<file path="config.mk">
export PLATFORM = sky130hd
export DESIGN_NAME = zebra_crossing_detector
export DESIGN_NICKNAME = d
export VERILOG_FILES = /design/src/rtl/core/zcd_pkg.sv /design/src/rtl/core/zcd_window_counter.sv /design/src/rtl/core/zcd_crossing_fsm.sv /design/src/rtl/core/zebra_crossing_detector.sv
export SDC_FILE = /design/constraint.sdc
export NUM_CORES = 1
export LEC_CHECK = 0
export BUFFER_PORTS_ARGS = -buffer_cell sky130_fd_sc_hd__buf_2
export CAP_MARGIN = 20
export CORE_UTILIZATION = 55
export CTS_CLUSTER_SIZE = 12
export DETAILED_ROUTE_END_ITERATION = 10
export PLACE_DENSITY_LB_ADDON = 0.3
export SYNTH_ARGS = -nofsm -noshare
export SYNTH_HDL_FRONTEND = slang
export SYNTH_HIERARCHICAL = 1
export SYNTH_SLANG_ARGS = --single-unit
</file>
<file path="constraint.sdc">
create_clock -name clk -period 11 [get_ports clk]
set_input_delay 1.1 -clock clk [delete_from_list [all_inputs] [get_ports clk]]
set_output_delay 1.1 -clock clk [all_outputs]
set_load 0.01 [all_outputs]
</file>
<file path="src/rtl/core/zcd_pkg.sv">
package zcd_pkg;

  localparam int TICK_BITS = 16;
  localparam int SUM_BITS  = 32;
  localparam int LEG_BITS  = 31;
  localparam int THR_BITS  = 10;
  localparam int PIX_BITS  = 8;
  localparam int CFG_ADDR_BITS = 3;

  localparam logic [PIX_BITS-1:0] WHITE_LEVEL = 8'hFF;
  localparam logic [PIX_BITS-1:0] BLACK_LEVEL = 8'h00;

  localparam logic signed [SUM_BITS-1:0] SUM_MAX = 32'sh7FFF_FFFF;
  localparam logic signed [SUM_BITS-1:0] SUM_MIN = 32'sh8000_0000;

  // Register reset values
  localparam int RST_ROW_FIRST = 25;
  localparam int RST_ROW_LAST  = 43;
  localparam int RST_COL_FIRST = 30;
  localparam int RST_COL_LAST  = 63;
  localparam int RST_THRESHOLD = 25;
  localparam int RST_FIRST_LEG = 10500;
  localparam int RST_SECOND_LEG = 21000;
  localparam int RST_STOP_LEG  = 7000;

  typedef enum logic [CFG_ADDR_BITS-1:0] {
    REG_ROW_FIRST  = 3'd0,
    REG_ROW_LAST   = 3'd1,
    REG_COL_FIRST  = 3'd2,
    REG_COL_LAST   = 3'd3,
    REG_THRESHOLD  = 3'd4,
    REG_FIRST_LEG  = 3'd5,
    REG_SECOND_LEG = 3'd6,
    REG_STOP_LEG   = 3'd7
  } cfg_reg_t;

  typedef enum logic {
    KIND_PIXEL     = 1'b0,
    KIND_FRAME_END = 1'b1
  } item_kind_t;

  typedef enum logic [2:0] {
    ST_SEARCH     = 3'd0,
    ST_FIRST_LEG  = 3'd1,
    ST_SECOND_LEG = 3'd2,
    ST_CONFIRM    = 3'd3,
    ST_STOP_LEG   = 3'd4,
    ST_STOPPED    = 3'd5
  } crossing_state_t;

  typedef struct packed {
    logic [THR_BITS-1:0] threshold;
    logic [LEG_BITS-1:0] first_leg;
    logic [LEG_BITS-1:0] second_leg;
    logic [LEG_BITS-1:0] stop_leg;
  } legs_cfg_t;

  typedef struct packed {
    logic ramp_active;
    logic picture_idle;
    logic other_active;
    logic clear_distance;
  } frame_flags_t;

endpackage

</file>
<file path="src/rtl/core/zcd_window_counter.sv">
module zcd_window_counter #(
  parameter int ROW_BITS   = 7,
  parameter int COL_BITS   = 8,
  parameter int COUNT_BITS = 10
) (
  input  logic                         clk,
  input  logic                         rst,
  input  logic                         pixel_stb,
  input  logic                         frame_stb,
  input  logic [zcd_pkg::PIX_BITS-1:0] pixel_value,
  input  logic [ROW_BITS-1:0]          pixel_row,
  input  logic [COL_BITS-1:0]          pixel_col,
  input  logic [ROW_BITS-1:0]          row_first,
  input  logic [ROW_BITS-1:0]          row_last,
  input  logic [COL_BITS-1:0]          col_first,
  input  logic [COL_BITS-1:0]          col_last,
  output logic [COUNT_BITS-1:0]        count
);

  logic                prev_white;
  logic [COL_BITS-1:0] white_col;
  logic                in_rows;
  logic                in_cols;
  logic                hit;

  // The white pixel of a transition sits one column to the left
  assign white_col = pixel_col - COL_BITS'(1);
  assign in_rows   = (pixel_row >= row_first) && (pixel_row <= row_last);
  assign in_cols   = (pixel_col != '0) && (white_col >= col_first) &&
                     (white_col <= col_last);
  assign hit       = (pixel_value == zcd_pkg::BLACK_LEVEL) && prev_white &&
                     in_rows && in_cols && (count != {COUNT_BITS{1'b1}});

  always_ff @(posedge clk) begin
    if (rst) begin
      prev_white <= 1'b0;
      count      <= '0;
    end else if (frame_stb) begin
      prev_white <= 1'b0;
      count      <= '0;
    end else if (pixel_stb) begin
      prev_white <= (pixel_value == zcd_pkg::WHITE_LEVEL);
      if (hit) begin
        count <= count + COUNT_BITS'(1);
      end
    end
  end

endmodule

</file>
<file path="src/rtl/core/zcd_crossing_fsm.sv">
module zcd_crossing_fsm #(
  parameter int COUNT_BITS = 10
) (
  input  logic                                clk,
  input  logic                                rst,
  input  logic                                frame_stb,
  input  logic [COUNT_BITS-1:0]               count,
  input  zcd_pkg::legs_cfg_t                  legs,
  input  zcd_pkg::frame_flags_t               flags,
  input  logic signed [zcd_pkg::TICK_BITS-1:0] left_ticks,
  input  logic signed [zcd_pkg::TICK_BITS-1:0] right_ticks,
  output zcd_pkg::crossing_state_t            state_next,
  output logic                                stop_next,
  output logic signed [zcd_pkg::SUM_BITS-1:0] sum_next
);

  localparam int CmpBits = (COUNT_BITS > zcd_pkg::THR_BITS) ? COUNT_BITS : zcd_pkg::THR_BITS;
  localparam int WideBits = zcd_pkg::SUM_BITS + 2;

  zcd_pkg::crossing_state_t           state;
  logic signed [zcd_pkg::SUM_BITS-1:0] accum;

  logic                                stripes;
  logic                                accumulate;
  logic signed [zcd_pkg::SUM_BITS-1:0] base_sum;
  logic        [WideBits-1:0]          wide;
  logic signed [zcd_pkg::SUM_BITS-1:0] added;
  logic signed [zcd_pkg::SUM_BITS-1:0] first_lim;
  logic signed [zcd_pkg::SUM_BITS-1:0] second_lim;
  logic signed [zcd_pkg::SUM_BITS-1:0] stop_lim;

  assign stripes    = CmpBits'(count) > CmpBits'(legs.threshold);
  assign first_lim  = $signed({1'b0, legs.first_leg});
  assign second_lim = $signed({1'b0, legs.second_leg});
  assign stop_lim   = $signed({1'b0, legs.stop_leg});

  assign base_sum   = flags.clear_distance ? '0 : accum;
  assign accumulate = (state == zcd_pkg::ST_FIRST_LEG) || (state == zcd_pkg::ST_SECOND_LEG) ||
                      (state == zcd_pkg::ST_STOP_LEG) || flags.other_active;
  assign wide = {{2{base_sum[zcd_pkg::SUM_BITS-1]}}, base_sum} +
                {{(WideBits-zcd_pkg::TICK_BITS){left_ticks[zcd_pkg::TICK_BITS-1]}}, left_ticks} +
                {{(WideBits-zcd_pkg::TICK_BITS){right_ticks[zcd_pkg::TICK_BITS-1]}}, right_ticks};

  // Saturate when the top three bits disagree
  always_comb begin
    if ((wide[WideBits-1:zcd_pkg::SUM_BITS-1] == 3'b000) ||
        (wide[WideBits-1:zcd_pkg::SUM_BITS-1] == 3'b111)) begin
      added = $signed(wide[zcd_pkg::SUM_BITS-1:0]);
    end else if (wide[WideBits-1]) begin
      added = zcd_pkg::SUM_MIN;
    end else begin
      added = zcd_pkg::SUM_MAX;
    end
  end

  // Cascade: one frame may pass through several states
  always_comb begin
    sum_next   = accumulate ? added : base_sum;
    state_next = state;
    stop_next  = 1'b0;
    if (state_next == zcd_pkg::ST_SEARCH && stripes) begin
      state_next = zcd_pkg::ST_FIRST_LEG;
    end
    if (state_next == zcd_pkg::ST_FIRST_LEG && sum_next > first_lim) begin
      state_next = zcd_pkg::ST_SECOND_LEG;
      sum_next   = '0;
    end
    if (state_next == zcd_pkg::ST_SECOND_LEG && sum_next > second_lim) begin
      state_next = zcd_pkg::ST_CONFIRM;
      sum_next   = '0;
    end
    if (state_next == zcd_pkg::ST_CONFIRM && stripes && !flags.ramp_active &&
        flags.picture_idle) begin
      state_next = zcd_pkg::ST_STOP_LEG;
    end
    if (state_next == zcd_pkg::ST_STOP_LEG && sum_next > stop_lim) begin
      state_next = zcd_pkg::ST_STOPPED;
      stop_next  = 1'b1;
    end
  end

  always_ff @(posedge clk) begin
    if (rst) begin
      state <= zcd_pkg::ST_SEARCH;
      accum <= '0;
    end else if (frame_stb) begin
      state <= state_next;
      accum <= sum_next;
    end
  end

endmodule

</file>
<file path="src/rtl/core/zebra_crossing_detector.sv">
// Zebra crossing detector. Binarized pixels and frame-end items share one input
// stream (tuser 0 pixel, 1 frame end). Pixels count white-to-black transitions
// inside the configured row and column window; each frame-end item updates the
// encoder distance sum, steps the crossing state machine and returns one result
// transfer, while pixels return nothing. The block takes one item per clock
// while ready is high: an input register feeds a single combinational step into
// the result register, loaded as a frame-end item leaves the input register.
// Input ready drops only while a result waits in the output register and the
// next item in the input register is a frame end. Configuration writes take
// effect on the next clock and are meant for idle periods.
module zebra_crossing_detector #(
  parameter int ROW_BITS   = 7,
  parameter int COL_BITS   = 8,
  parameter int COUNT_BITS = 10,
  localparam int IN_BITS   = zcd_pkg::PIX_BITS + ROW_BITS + COL_BITS + 2 * zcd_pkg::TICK_BITS + 4,
  localparam int IN_DATA_BITS  = ((IN_BITS + 7) / 8) * 8,
  localparam int OUT_BITS  = 3 + 1 + COUNT_BITS + zcd_pkg::SUM_BITS,
  localparam int OUT_DATA_BITS = ((OUT_BITS + 7) / 8) * 8
) (
  input  logic                              clk,
  input  logic                              rst,
  input  logic                              s_axis_tvalid,
  output logic                              s_axis_tready,
  // pixel_value, pixel_row, pixel_col, left_ticks, right_ticks, ramp_active,
  // picture_idle, other_active, clear_distance
  input  logic [IN_DATA_BITS-1:0]           s_axis_tdata,
  // func
  input  logic [0:0]                        s_axis_tuser,
  output logic                              m_axis_tvalid,
  input  logic                              m_axis_tready,
  // zebra_state, stop_pulse, transition_total, distance_sum
  output logic [OUT_DATA_BITS-1:0]          m_axis_tdata,
  input  logic                              cfg_we,
  input  logic [zcd_pkg::CFG_ADDR_BITS-1:0] cfg_addr,
  input  logic [zcd_pkg::LEG_BITS-1:0]      cfg_data
);

  localparam int RowLsb   = zcd_pkg::PIX_BITS;
  localparam int ColLsb   = RowLsb + ROW_BITS;
  localparam int LeftLsb  = ColLsb + COL_BITS;
  localparam int RightLsb = LeftLsb + zcd_pkg::TICK_BITS;
  localparam int RampBit  = RightLsb + zcd_pkg::TICK_BITS;
  localparam int PicBit   = RampBit + 1;
  localparam int OtherBit = RampBit + 2;
  localparam int ClearBit = RampBit + 3;

  // Configuration registers
  logic [ROW_BITS-1:0]     row_first;
  logic [ROW_BITS-1:0]     row_last;
  logic [COL_BITS-1:0]     col_first;
  logic [COL_BITS-1:0]     col_last;
  zcd_pkg::legs_cfg_t      legs;

  always_ff @(posedge clk) begin
    if (rst) begin
      row_first       <= ROW_BITS'(zcd_pkg::RST_ROW_FIRST);
      row_last        <= ROW_BITS'(zcd_pkg::RST_ROW_LAST);
      col_first       <= COL_BITS'(zcd_pkg::RST_COL_FIRST);
      col_last        <= COL_BITS'(zcd_pkg::RST_COL_LAST);
      legs.threshold  <= zcd_pkg::THR_BITS'(zcd_pkg::RST_THRESHOLD);
      legs.first_leg  <= zcd_pkg::LEG_BITS'(zcd_pkg::RST_FIRST_LEG);
      legs.second_leg <= zcd_pkg::LEG_BITS'(zcd_pkg::RST_SECOND_LEG);
      legs.stop_leg   <= zcd_pkg::LEG_BITS'(zcd_pkg::RST_STOP_LEG);
    end else if (cfg_we) begin
      case (zcd_pkg::cfg_reg_t'(cfg_addr))
        zcd_pkg::REG_ROW_FIRST:  row_first       <= cfg_data[ROW_BITS-1:0];
        zcd_pkg::REG_ROW_LAST:   row_last        <= cfg_data[ROW_BITS-1:0];
        zcd_pkg::REG_COL_FIRST:  col_first       <= cfg_data[COL_BITS-1:0];
        zcd_pkg::REG_COL_LAST:   col_last        <= cfg_data[COL_BITS-1:0];
        zcd_pkg::REG_THRESHOLD:  legs.threshold  <= cfg_data[zcd_pkg::THR_BITS-1:0];
        zcd_pkg::REG_FIRST_LEG:  legs.first_leg  <= cfg_data;
        zcd_pkg::REG_SECOND_LEG: legs.second_leg <= cfg_data;
        zcd_pkg::REG_STOP_LEG:   legs.stop_leg   <= cfg_data;
        default: ;
      endcase
    end
  end

  // Input register
  logic                    in_valid;
  zcd_pkg::item_kind_t     in_kind;
  logic [IN_BITS-1:0]      in_data;
  logic                    out_free;
  logic                    advance;
  logic                    pixel_stb;
  logic                    frame_stb;

  assign out_free      = !m_axis_tvalid || m_axis_tready;
  assign advance       = in_valid && ((in_kind == zcd_pkg::KIND_PIXEL) || out_free);
  assign pixel_stb     = advance && (in_kind == zcd_pkg::KIND_PIXEL);
  assign frame_stb     = advance && (in_kind == zcd_pkg::KIND_FRAME_END);
  assign s_axis_tready = !in_valid || advance;

  always_ff @(posedge clk) begin
    if (rst) begin
      in_valid <= 1'b0;
    end else if (s_axis_tready) begin
      in_valid <= s_axis_tvalid;
    end
  end

  always_ff @(posedge clk) begin
    if (s_axis_tready && s_axis_tvalid) begin
      in_kind <= zcd_pkg::item_kind_t'(s_axis_tuser[0]);
      in_data <= s_axis_tdata[IN_BITS-1:0];
    end
  end

  zcd_pkg::frame_flags_t flags;
  assign flags.ramp_active    = in_data[RampBit];
  assign flags.picture_idle   = in_data[PicBit];
  assign flags.other_active   = in_data[OtherBit];
  assign flags.clear_distance = in_data[ClearBit];

  logic [COUNT_BITS-1:0]               count;
  zcd_pkg::crossing_state_t            state_next;
  logic                                stop_next;
  logic signed [zcd_pkg::SUM_BITS-1:0] sum_next;

  zcd_window_counter #(
    .ROW_BITS  (ROW_BITS),
    .COL_BITS  (COL_BITS),
    .COUNT_BITS(COUNT_BITS)
  ) u_counter (
    .clk        (clk),
    .rst        (rst),
    .pixel_stb  (pixel_stb),
    .frame_stb  (frame_stb),
    .pixel_value(in_data[zcd_pkg::PIX_BITS-1:0]),
    .pixel_row  (in_data[ColLsb-1:RowLsb]),
    .pixel_col  (in_data[LeftLsb-1:ColLsb]),
    .row_first  (row_first),
    .row_last   (row_last),
    .col_first  (col_first),
    .col_last   (col_last),
    .count      (count)
  );

  zcd_crossing_fsm #(
    .COUNT_BITS(COUNT_BITS)
  ) u_fsm (
    .clk        (clk),
    .rst        (rst),
    .frame_stb  (frame_stb),
    .count      (count),
    .legs       (legs),
    .flags      (flags),
    .left_ticks ($signed(in_data[RightLsb-1:LeftLsb])),
    .right_ticks($signed(in_data[RampBit-1:RightLsb])),
    .state_next (state_next),
    .stop_next  (stop_next),
    .sum_next   (sum_next)
  );

  // Result register
  logic [OUT_BITS-1:0] result;

  always_ff @(posedge clk) begin
    if (rst) begin
      m_axis_tvalid <= 1'b0;
    end else if (frame_stb) begin
      m_axis_tvalid <= 1'b1;
    end else if (m_axis_tready) begin
      m_axis_tvalid <= 1'b0;
    end
  end

  always_ff @(posedge clk) begin
    if (frame_stb) begin
      result <= {sum_next, count, stop_next, state_next};
    end
  end

  assign m_axis_tdata = OUT_DATA_BITS'(result);

endmodule

</file>
=== Word level (Yosys, flattened, before mapping) ===
Index checks and enable logic that the tools add are counted.

* Add/subtract/negate cells: 4
* $lt $le $gt $ge: 8
* Equality and inequality tests: 17
* Mux-type cells: 14
* Bitwise logic cells: 1
* Reduce and logical (&&, ||, !) cells: 44

{| class="wikitable"
|+ Operators by type and width
! kind !! number
|-
| 2-to-1 mux 32 bit || 6
|-
| > comparator 32 bit || 3
|-
| adder 34 bit || 1
|-
| adder 32 x 16 -> 33 bit || 1
|-
| == test 3 bit, second input constant || 7
|-
| logical AND 1 bit || 18
|-
| AND reduction 2 bit || 9
|-
| == test 3 x 2 -> 1 bit, second input constant || 5
|-
| 2-to-1 mux 3 bit || 5
|-
| adder 10 x 1 -> 10 bit, second input constant || 1
|-
| > comparator 10 bit || 1
|-
| inequality test 10 bit, second input constant || 1
|-
| == test 3 x 1 -> 1 bit, second input constant || 3
|-
| zero test 3 bit || 3
|-
| == test 8 bit, second input constant || 1
|-
| greater-or-equal comparator 8 bit || 1
|-
| <= comparator 8 bit || 1
|-
| zero test 8 bit || 1
|-
| nonzero test 8 bit || 1
|-
| subtractor 8 x 1 -> 8 bit, second input constant || 1
|-
| greater-or-equal comparator 7 bit || 1
|-
| <= comparator 7 bit || 1
|-
| logical OR 1 bit || 7
|-
| zero test 1 bit || 3
|-
| 4 further kinds || 6
|}

* Bits in registers: 287
* Input port bits: 104
* Output and inout bits: 50
* Word-level logic and storage cells: 105

=== Depth between registers and ports, before layout ===
Gate-level depths: netlist (run 1).

* Depth in word-level cells: 21
* Depth in mapped cells: 47
* Depth with buffers taken out: 40

=== Hierarchy ===
Netlist (run 1), hierarchy kept.

{| class="wikitable"
|+ Modules (own cells, without submodules)
! module !! times used !! cells an instance !! area an instance (sq um) !! sequential area each (sq um)
|-
| zebra_crossing_detector || 1 || 613 || 8593.2 || 5885.6
|-
| zcd_crossing_fsm || 1 || 1113 || 7980.2 || 700.7
|-
| zcd_window_counter || 1 || 184 || 1418.9 || 220.2
|}

=== Worst setup path after synthesis (run 1) ===
Ideal clock, no wire load.

* Kind: register to register
* Start point: reg in_data[38]
* End point: reg u_fsm.state[0]
* Library setup time: 0.091 ns
* Data arrival time: 10.300 ns
* Required time: 10.909 ns
* Slack: 0.609 ns
* Cell stages (with the launch flop): 43
* Path buffers: 5
* Period minus slack after synthesis: 10.391 ns
* Cells stage by stage: edfxtp_1 -> inv_1 -> fa_1 -> inv_1 -> ha_1 -> buf_2 -> a211oi_1 -> nor2_1 -> or3_1 -> a221o_1 -> o21ba_2 -> a221oi_4 -> a31oi_4 -> clkbuf_1 -> o21bai_1 -> nand2_1 -> ha_1 -> nand4_1 -> [... 7 more ...] -> ha_1 -> nand4_1 -> nor3_1 -> nand2_1 -> a2111oi_0 -> o2111ai_1 -> a221oi_2 -> clkbuf_1 -> nor2_1 -> ha_1 -> nand4_1 -> or4_1 -> a21o_1 -> a31oi_1 -> o32ai_1 -> nor2_1 -> o221ai_1 -> a311oi_1

* Elaborated cells on any way between the ends: 26
* Classes of those cells: add/sub: 2; order compare: 3; eq/ne: 4; mux: 9; reduce/logical: 8

{| class="wikitable"
|+ RTL lines
! item !! RTL line !! text
|-
| start, declared || zebra_crossing_detector.sv:82 || <nowiki>logic [IN_BITS-1:0] in_data;</nowiki>
|-
| start signal, assigned || zebra_crossing_detector.sv:105 || <nowiki>in_data <= s_axis_tdata[IN_BITS-1:0];</nowiki>
|-
| adder 32 x 16 -> 33 bit * || zcd_crossing_fsm.sv:40 || <nowiki>assign wide = {{2{base_sum[zcd_pkg::SUM_BITS-1]}}, base_sum} +</nowiki>
|-
| adder 34 bit * || zcd_crossing_fsm.sv:41 || <nowiki>{{(WideBits-zcd_pkg::TICK_BITS){left_ticks[zcd_pkg::TICK_BITS-1]}}, left_ticks} +</nowiki>
|-
| == test 3 bit / zero test 3 bit (equally long branches) || zcd_crossing_fsm.sv:47, zcd_crossing_fsm.sv:46 ||
|-
| logical OR 1 bit || zcd_crossing_fsm.sv:46 || <nowiki>if ((wide[WideBits-1:zcd_pkg::SUM_BITS-1] == 3'b000) ||</nowiki>
|-
| 2-to-1 mux 32 bit * || zcd_crossing_fsm.sv:46 ||
|-
| 2-to-1 mux 32 bit * || zcd_crossing_fsm.sv:58 || <nowiki>sum_next = accumulate ? added : base_sum;</nowiki>
|-
| > comparator 32 bit || zcd_crossing_fsm.sv:64 || <nowiki>if (state_next == zcd_pkg::ST_FIRST_LEG && sum_next > first_lim) begin</nowiki>
|-
| logical AND 1 bit || zcd_crossing_fsm.sv:64 ||
|-
| 2-to-1 mux 32 bit / 2-to-1 mux 3 bit (equally long branches) || zcd_crossing_fsm.sv:64 ||
|-
| > comparator 32 bit / == test 3 x 2 -> 1 bit (equally long branches) || zcd_crossing_fsm.sv:68 || <nowiki>if (state_next == zcd_pkg::ST_SECOND_LEG && sum_next > second_lim) begin</nowiki>
|-
| logical AND 1 bit || zcd_crossing_fsm.sv:68 ||
|-
| 2-to-1 mux 32 bit * || zcd_crossing_fsm.sv:68 ||
|-
| via sum_next (one bit) || zebra_crossing_detector.sv:118 || <nowiki>logic signed [zcd_pkg::SUM_BITS-1:0] sum_next;</nowiki>
|-
| > comparator 32 bit * || zcd_crossing_fsm.sv:76 || <nowiki>if (state_next == zcd_pkg::ST_STOP_LEG && sum_next > stop_lim) begin</nowiki>
|-
| logical AND 1 bit * || zcd_crossing_fsm.sv:76 ||
|-
| 2-to-1 mux 3 bit * || zcd_crossing_fsm.sv:76 ||
|-
| end signal, assigned || zcd_crossing_fsm.sv:84 || <nowiki>state <= zcd_pkg::ST_SEARCH;</nowiki>
|-
| end signal, assigned || zcd_crossing_fsm.sv:87 || <nowiki>state <= state_next;</nowiki>
|-
| end, declared || zcd_crossing_fsm.sv:20 || <nowiki>zcd_pkg::crossing_state_t state;</nowiki>
|}

The timed path passes the listed nets; every way through them passes the cells marked *.
A chain may end at the register's enable or synchronous reset.

=== Worst setup path in the final report (run 1) ===
* Start point: reg in_data[58]
* End point: reg u_fsm.state[0]

* Elaborated cells on any way between the ends: 27
* Classes of those cells: add/sub: 2; order compare: 3; eq/ne: 4; mux: 10; reduce/logical: 8

{| class="wikitable"
|+ RTL lines
! item !! RTL line !! text
|-
| 2-to-1 mux 32 bit * || zcd_crossing_fsm.sv:37 || <nowiki>assign base_sum = flags.clear_distance ? '0 : accum;</nowiki>
|-
| adder 32 x 16 -> 33 bit || zcd_crossing_fsm.sv:40 ||
|-
| adder 34 bit || zcd_crossing_fsm.sv:41 ||
|-
| == test 3 bit / zero test 3 bit (equally long branches) || zcd_crossing_fsm.sv:47, zcd_crossing_fsm.sv:46 ||
|-
| logical OR 1 bit || zcd_crossing_fsm.sv:46 ||
|-
| 2-to-1 mux 32 bit || zcd_crossing_fsm.sv:46 ||
|-
| 2-to-1 mux 32 bit * || zcd_crossing_fsm.sv:58 ||
|-
| > comparator 32 bit || zcd_crossing_fsm.sv:64 ||
|-
| logical AND 1 bit || zcd_crossing_fsm.sv:64 ||
|-
| 2-to-1 mux 32 bit / 2-to-1 mux 3 bit (equally long branches) || zcd_crossing_fsm.sv:64 ||
|-
| > comparator 32 bit / == test 3 x 2 -> 1 bit (equally long branches) || zcd_crossing_fsm.sv:68 ||
|-
| logical AND 1 bit || zcd_crossing_fsm.sv:68 ||
|-
| 2-to-1 mux 32 bit * || zcd_crossing_fsm.sv:68 ||
|-
| via sum_next (one bit) || zebra_crossing_detector.sv:118 ||
|-
| > comparator 32 bit * || zcd_crossing_fsm.sv:76 ||
|-
| logical AND 1 bit * || zcd_crossing_fsm.sv:76 ||
|-
| 2-to-1 mux 3 bit * || zcd_crossing_fsm.sv:76 ||
|}

Marks and branches as above.

==> flow_summary.yaml, run 1 <==
sta:
  fin_skew_ps: 26.3
  fin_crit_sh: 0.952
  drv_slew: 0
  finalSetupViolations: 0
  rsz0062_at_grt: "no"
  min_period_ps: 10470
  max_freq_mhz: 95.5
  slew_headroom: 0.300
  finalHoldViolCount: 0
  tightest_slew_ps: 1050
  hold_ws_ps: 475
cells_and_area:
  area_growth_pct: 16.7
  final_util: 0.659
  drive_above_1_share: 0.182
  nets: 2428
  final_area_mm2: 0.0210
  final_cell_count_no_fill: 2584
pwr:
  power.switching_uw: 1290
  p_clk_frac: 0.292
  p_int_uw: 2430
  ir_worst_vdd_uv: 139
  swShare: 0.347
  comb_power_share: 0.390
  fin_total_pwr_uw: 3730
  power_density_mw_per_mm2: 177
  pwr-share-seq: 0.318
  leakagePower_uw: 0.00938
clock_tree:
  cts_tree: "done"
  clkTransAtPathRegs_ps: 60
  clock_sinks: 287
  cts_buffer_depth: 3
  root_buffer: "clkbuf_16"
  cts_buffers: 34
  clock_latency_ps: 510
  htree_levels: 2
global_routing:
  overflow: 0
  grt_pass1_vias: 14000
  grt_use_met3: 0.0379
  track_usage: 0.270
  grt_max_degree: 84
  grt_use_met2: 0.445
  antenna_found_initial: 1
  grt_pass1_wl_um: 71400
  grt_most_used_layer: "met2"
  gr-usage-met1: 0.371
die:
  initial_utilization: 0.564
  num_rows: 65
  die_area_mm2: 0.0334
  die_y_um: 183
  num_io_pins: 154
  core_area_mm2: 0.0319
  die_x_um: 183
detailed_routing:
  antenna_left: 0
  drt-total-wl_um: 45500
  vias: 14500
  first_pass_iters: 7
  wl_per_cell_um: 17.6
  first_iter_violations: 1017
  vias_per_cell: 5.62
  drc: 0
logic_synthesis:
  ys.flop_type: "dfxtp_1"
  synth_cells: 1910
  synth_area_leaders: "dfxtp_1, edfxtp_1, ha_1"
  ys_ff_latch: 287
  synth_top_area_cell: "dfxtp_1"
  synth_edf_count: 106
  seq_area_frac_synth: 0.378
  synthTopCellsByCount: "inv_1, dfxtp_1, ha_1"
  synth_cell_type_count: 81
  synth.top_cell.area_share: 0.201
  synth.most_common_cell: "inv_1"
  netlist_area_mm2: 0.0180
  ys_warn_count: 6
  async_flop_share: 0
  syn_area_per_cell_um2: 9.42
placed_design:
  gp_congestion: 0.970
  placedInstanceArea_mm2: 0.0198
  hpwl_um: 34400
  dp.cells: 2519
  io_buffers: 146
setup_path:
  cpMaxStageDelayCell: "or4_4"
  path_common_cell: "buf_4"
  critPathMaxFanout: 21
  worstSetupEndpointType: "flop"
  worstReg2RegEnd: "u_fsm/state[0]"
  rr_startpoint: "in_data[58]"
  start_kind: "flop"
  path_class: "reg -> reg"
  crit_required_ps: 11420
  cpPeakStageDelay_ps: 600
  crit_arrival_ps: 10890
  r2r_setup_slack_ps: 530
  reg2reg_depth: 45
hold_path:
  whs_path_depth: 2
  hold_end: "legs[18]"
  min_from: "legs[18]"
  hold_class: "reg -> reg"
run:
  cap_violations: 0
run_status:
  status: "complete, no violations"
-- worst max path at each step --
stage                startpoint        endpoint  slack [ps]  cells after the start
detailed placement  in_data[58]  u_fsm/state[0]        -100                     42
CTS                 in_data[58]  u_fsm/state[0]          60                     42
global placement    in_data[58]  u_fsm/state[0]         150                     43
finish              in_data[58]  u_fsm/state[0]         530                     45
global route        in_data[58]  u_fsm/state[0]          20                     48
floorplan           in_data[38]  u_fsm/state[0]         610                     42
-- layout by cell type (no fill, tap or decap), types with 13 or more instances in the layout --
| cell | instances |
|---|---|
| inv_1 | 189 |
| a21o_1 | 13 |
| nand2_1 | 127 |
| a211oi_1 | 17 |
| dfxtp_1 | 181 |
| o21ai_0 | 50 |
| edfxtp_1 | 106 |
| nor3_1 | 24 |
| nand2b_1 | 150 |
| nor2b_1 | 35 |
| a22o_1 | 14 |
| nand3_1 | 25 |
| fa_1 | 33 |
| buf_4 | 113 |
| nand4_1 | 34 |
| mux2i_1 | 136 |
| a21oi_1 | 117 |
| ha_1 | 167 |
| clkbuf_16 | 35 |
| buf_2 | 145 |
| o21ai_2 | 30 |
| xnor2_1 | 20 |
| nor2_1 | 154 |
-- cell families after synthesis --
logic type | count (synthesis) | synth area share
xor gates and xnor gates | 32 | 0.0156
AOI/OAI and AO/OA | 359 | 0.136
buffers and inverters | 276 | 0.0638
muxes | 136 | 0.0757
other | 1 | 0.000208
and+or+nand+nor | 618 | 0.177
DFF | 287 | 0.378
adders and majority gates | 201 | 0.154
-- final cells by class --
class	instances	area, um2
clock inverters	14	128
flip-flops and latches	287	6810
fillers	2648	10900
repair buffers	262	1650
diodes	1	2.50
inverters	190	717
clock buffers	47	941
well taps	435	544
multi-input cells	1348	10200
-- sequential cells by signal (all words and copies together), names as in the netlist, 3 cells and up --
name and count:
legs 103, in_data 59, result 46, u_fsm/accum 32
u_counter/count 10, col_first 8, col_last 8, row_first 7
row_last 7, u_fsm/state 3
-- metrics by stage --
stage	worst slack [ps]	TNS, ps
finish	528	0
global route	15.3	0
CTS	55.3	0
detailed placement	-103	-105
global placement	147	0
floorplan	609	0
-- power by group through the flow --
stage	Combinational [uW]	Clock [uW]	Sequential, uW
after floorplan	831	0	1210
after global placement	1330	0	1210
after detailed placement	1370	0	1210
after CTS	1390	1100	1190
after global routing	1590	1150	1190
final	1450	1090	1190
-- metal layers --
layer | routed length (um) | vias up
li1 | - | 7091
met1 | 20800 | 6913
met2 | 20800 | 452
met3 | 2770 | 71
met4 | 1110 | 0
met5 | 0 | -
-- worst max-delay path, delay by kind of cell, from the launching register on --
kind	cells	cell delay, ps
DFF	1	450
and+or+nand+nor	8	1830
buffers and inverters	9	1470
adders and majority gates	5	1640
AOI/OAI and AO/OA	23	4950
-- timing repair --
| item | 4_1_cts | 5_1_grt |
|---|---|---|
| hold buffers | 0 | 0 |
| pin swaps | 0 | 6 |
| setup endpoints to repair | 3 | 3 |
| resized for setup | 2 | 27 |
| buffers inserted | 0 | 3 |
(Power assumes the default switching activity.)
==> inputs of run 2 (changes only) <==
--- a/config.mk
+++ b/config.mk
@@ -13,5 +13,4 @@
 export PLACE_DENSITY_LB_ADDON = 0.3
 export SYNTH_ARGS = -nofsm -noshare
 export SYNTH_HDL_FRONTEND = slang
-export SYNTH_HIERARCHICAL = 1
 export SYNTH_SLANG_ARGS = --single-unit
==> run 2 against run 1 <==
Effect of this change: routed wire length rose by 21%; largest power group unchanged; sequential share of layout area fell by 3.9 points; first-iteration DRC count rose by 8.3%; core utilization rose by 7.5 points; cell count rose by 17%; sequential power barely moved; the run now ends with negative setup slack left; count of clock-buffer cells in the layout rose by 7; cell area rose by 14%; non-clock buffer count rose by 238; clock power rose by 5%; via count rose by 19%; hold slack got worse by 21 ps.
==> flow_summary.yaml, run 2 <==
sta:
  fin_skew_ps: 20.5
  rsz0062_at_grt: "yes"
  fin_crit_sh: 1.07
  tightest_slew_ps: 1100
  max_freq_mhz: 84.9
  finalSetupViolations: 3
  drv_slew: 0
  worst_slack_ps: -778
  finalHoldViolCount: 0
  fin_setup_tns_ps: -2230
  min_period_ps: 11780
  slew_headroom: 0.265
logic_synthesis:
  seq_area_frac_synth: 0.375
  synth_top_area_cell: "dfxtp_1"
  netlist_area_mm2: 0.0182
  synth.most_common_cell: "nand2_1"
  synth_edf_count: 106
  synth_cells: 2119
  ys_ff_latch: 287
  async_flop_share: 0
  synth_area_leaders: "dfxtp_1, edfxtp_1, ha_1"
  ys.flop_type: "dfxtp_1"
  syn_area_per_cell_um2: 8.58
  synth.top_cell.area_share: 0.199
  synthTopCellsByCount: "nand2_1, ha_1, a21oi_1"
  synth_cell_type_count: 93
  ys_warn_count: 0
placed_design:
  io_buffers: 146
  place_ws_ps: -1150
  gp_congestion: 0.932
  hpwl_um: 39900
pwr:
  p_int_uw: 2510
  power_density_mw_per_mm2: 156
  comb_power_share: 0.375
  power.switching_uw: 1210
  p_clk_frac: 0.308
  leakagePower_uw: 0.0104
  swShare: 0.325
  ir_worst_vdd_uv: 137
  pwr-share-seq: 0.318
setup_path:
  path_common_cell: "nor2_4"
  start_kind: "flop"
  cpPeakStageDelay_ps: 540
  path_class: "reg -> reg"
  cpMaxStageDelayCell: "or4_4"
  crit_arrival_ps: 12070
  cp_num_buf_inv: 8
  path_delay_family: "compound AO/OA/AOI/OAI gates"
  crit_required_ps: 11300
  worstSetupEndpointType: "flop"
  critPathMaxFanout: 7
cells_and_area:
  area_growth_pct: 31.4
  top_register: "legs"
  final_common_cell: "buf_4"
  layout_common_cells: "buf_4, nand2_1, inv_1"
  nets: 2862
  final_util: 0.734
  largest_reg_flops: 103
  drive_above_1_share: 0.281
  largestRegisters: "legs x103, in_data x59, result x46"
  n_antenna_cell: 0
run:
  cap_violations: 0
global_routing:
  grt_max_degree: 85
  antenna_found_initial: 1
  grt_pass1_wl_um: 85500
  grt_pass1_vias: 16800
  track_usage: 0.321
  overflow: 0
clock_tree:
  cts_tree: "done"
  clock_sinks: 287
  cts_buffers: 35
  clkTransAtPathRegs_ps: 60
  cts_buffer_depth: 3
  root_buffer: "clkbuf_16"
  cts-hold-fix-buffers: 0
  htree_levels: 2
  clock_latency_ps: 550
detailed_routing:
  vias: 17300
  vias_per_cell: 5.69
  drt-total-wl_um: 55100
  first_iter_violations: 1101
  first_pass_iters: 5
  wl_per_cell_um: 18.2
  drc: 0
  antenna_left: 0
die:
  num_rows: 66
  die_y_um: 184
  die_area_mm2: 0.0338
  core_area_mm2: 0.0325
  num_io_pins: 154
  initial_utilization: 0.559
  die_x_um: 184
hold_path:
  hold_class: "reg -> reg"
run_status:
  status: "complete, but fails checks"
  violations: "negative setup slack"
[run 2: cell types whose count changed in the layout (fill, tap and decap cells not counted), sizes merged, moves of 24 or more]
cell	previous run	this run
nand2	128	315
ha	168	192
nand3b	1	26
a21o	13	68
fa	33	2
nand2b	150	27
buf	262	499
a21oi	119	190
mux2i	136	5
xnor2	20	59
[run 2: final timing paths]
check,from,endpoint,slack (ps),cells after the start
worst min-delay path,legs[28],legs[28],450,2
worst min register to register,legs[28],legs[28],450,2
worst max-delay path,in_data[58],result[0],-780,62
worst max register to register,in_data[58],result[0],-780,62
[run 2: worst register-to-register path, delay by kind of cell, from the launching register on]
family	cells	cell delay, ps
AOI/OAI and AO/OA	23	4140
xor gates and xnor gates	2	340
adders and majority gates	6	1660
buffers and inverters	8	1200
DFF	1	420
and+or+nand+nor	23	3790
[run 2: area by class of cell]
| class | instances | area [um2] |
|---|---|---|
| clock buffers | 54 | 1040 |
| clock inverters | 9 | 98.8 |
| fillers | 2423 | 8650 |
| inverters | 186 | 698 |
| multi-input cells | 1554 | 11200 |
| flip-flops and latches | 287 | 6810 |
| well taps | 442 | 553 |
| repair buffers | 500 | 3520 |
[run 2: power groups by stage]
stage                     clock network (uW)  logic (uW)  registers, uW
after floorplan                            0         680           1200
after global placement                     0        1160           1200
after detailed placement                   0        1190           1200
after CTS                               1160        1290           1180
after global routing                    1200        1500           1190
final                                   1140        1390           1180
[run 2: kinds of logic after synthesis]
family / Yosys count / synth area share
and+or+nand+nor: 739 / 0.193
AOI/OAI and AO/OA: 533 / 0.196
DFF: 287 / 0.375
buffers and inverters: 280 / 0.0602
adders and majority gates: 196 / 0.135
xor gates and xnor gates: 78 / 0.0376
muxes: 5 / 0.00275
other: 1 / 0.000206
[run 2: per-layer routing]
metal  global-route usage  vias up  routed length, um
met5                    0        -                  0
met4                0.138        0               2560
met3               0.0531      168               3300
met2                0.549      604              26400
met1                0.397     8165              22800
li1                     -     8321                  -
[run 2: timing repair]
action | 4_1_cts | 5_1_grt
buffers inserted | 23 | 17
gates resized for setup | 64 | 75
endpoints found under the setup margin | 3 | 7
pin swaps | 62 | 61
cloned | 3 | 0
[run 2: through the flow]
step	area [um2]	std cells	hold slack [ps]	total power (uW)
after CTS	23400	3017	454	3620
after detailed placement	21700	2929	445	2400
after global placement	21700	2929	433	2360
after floorplan	18500	2120	417	1880
after global routing	23900	3032	468	3880
final	23900	3032	454	3720
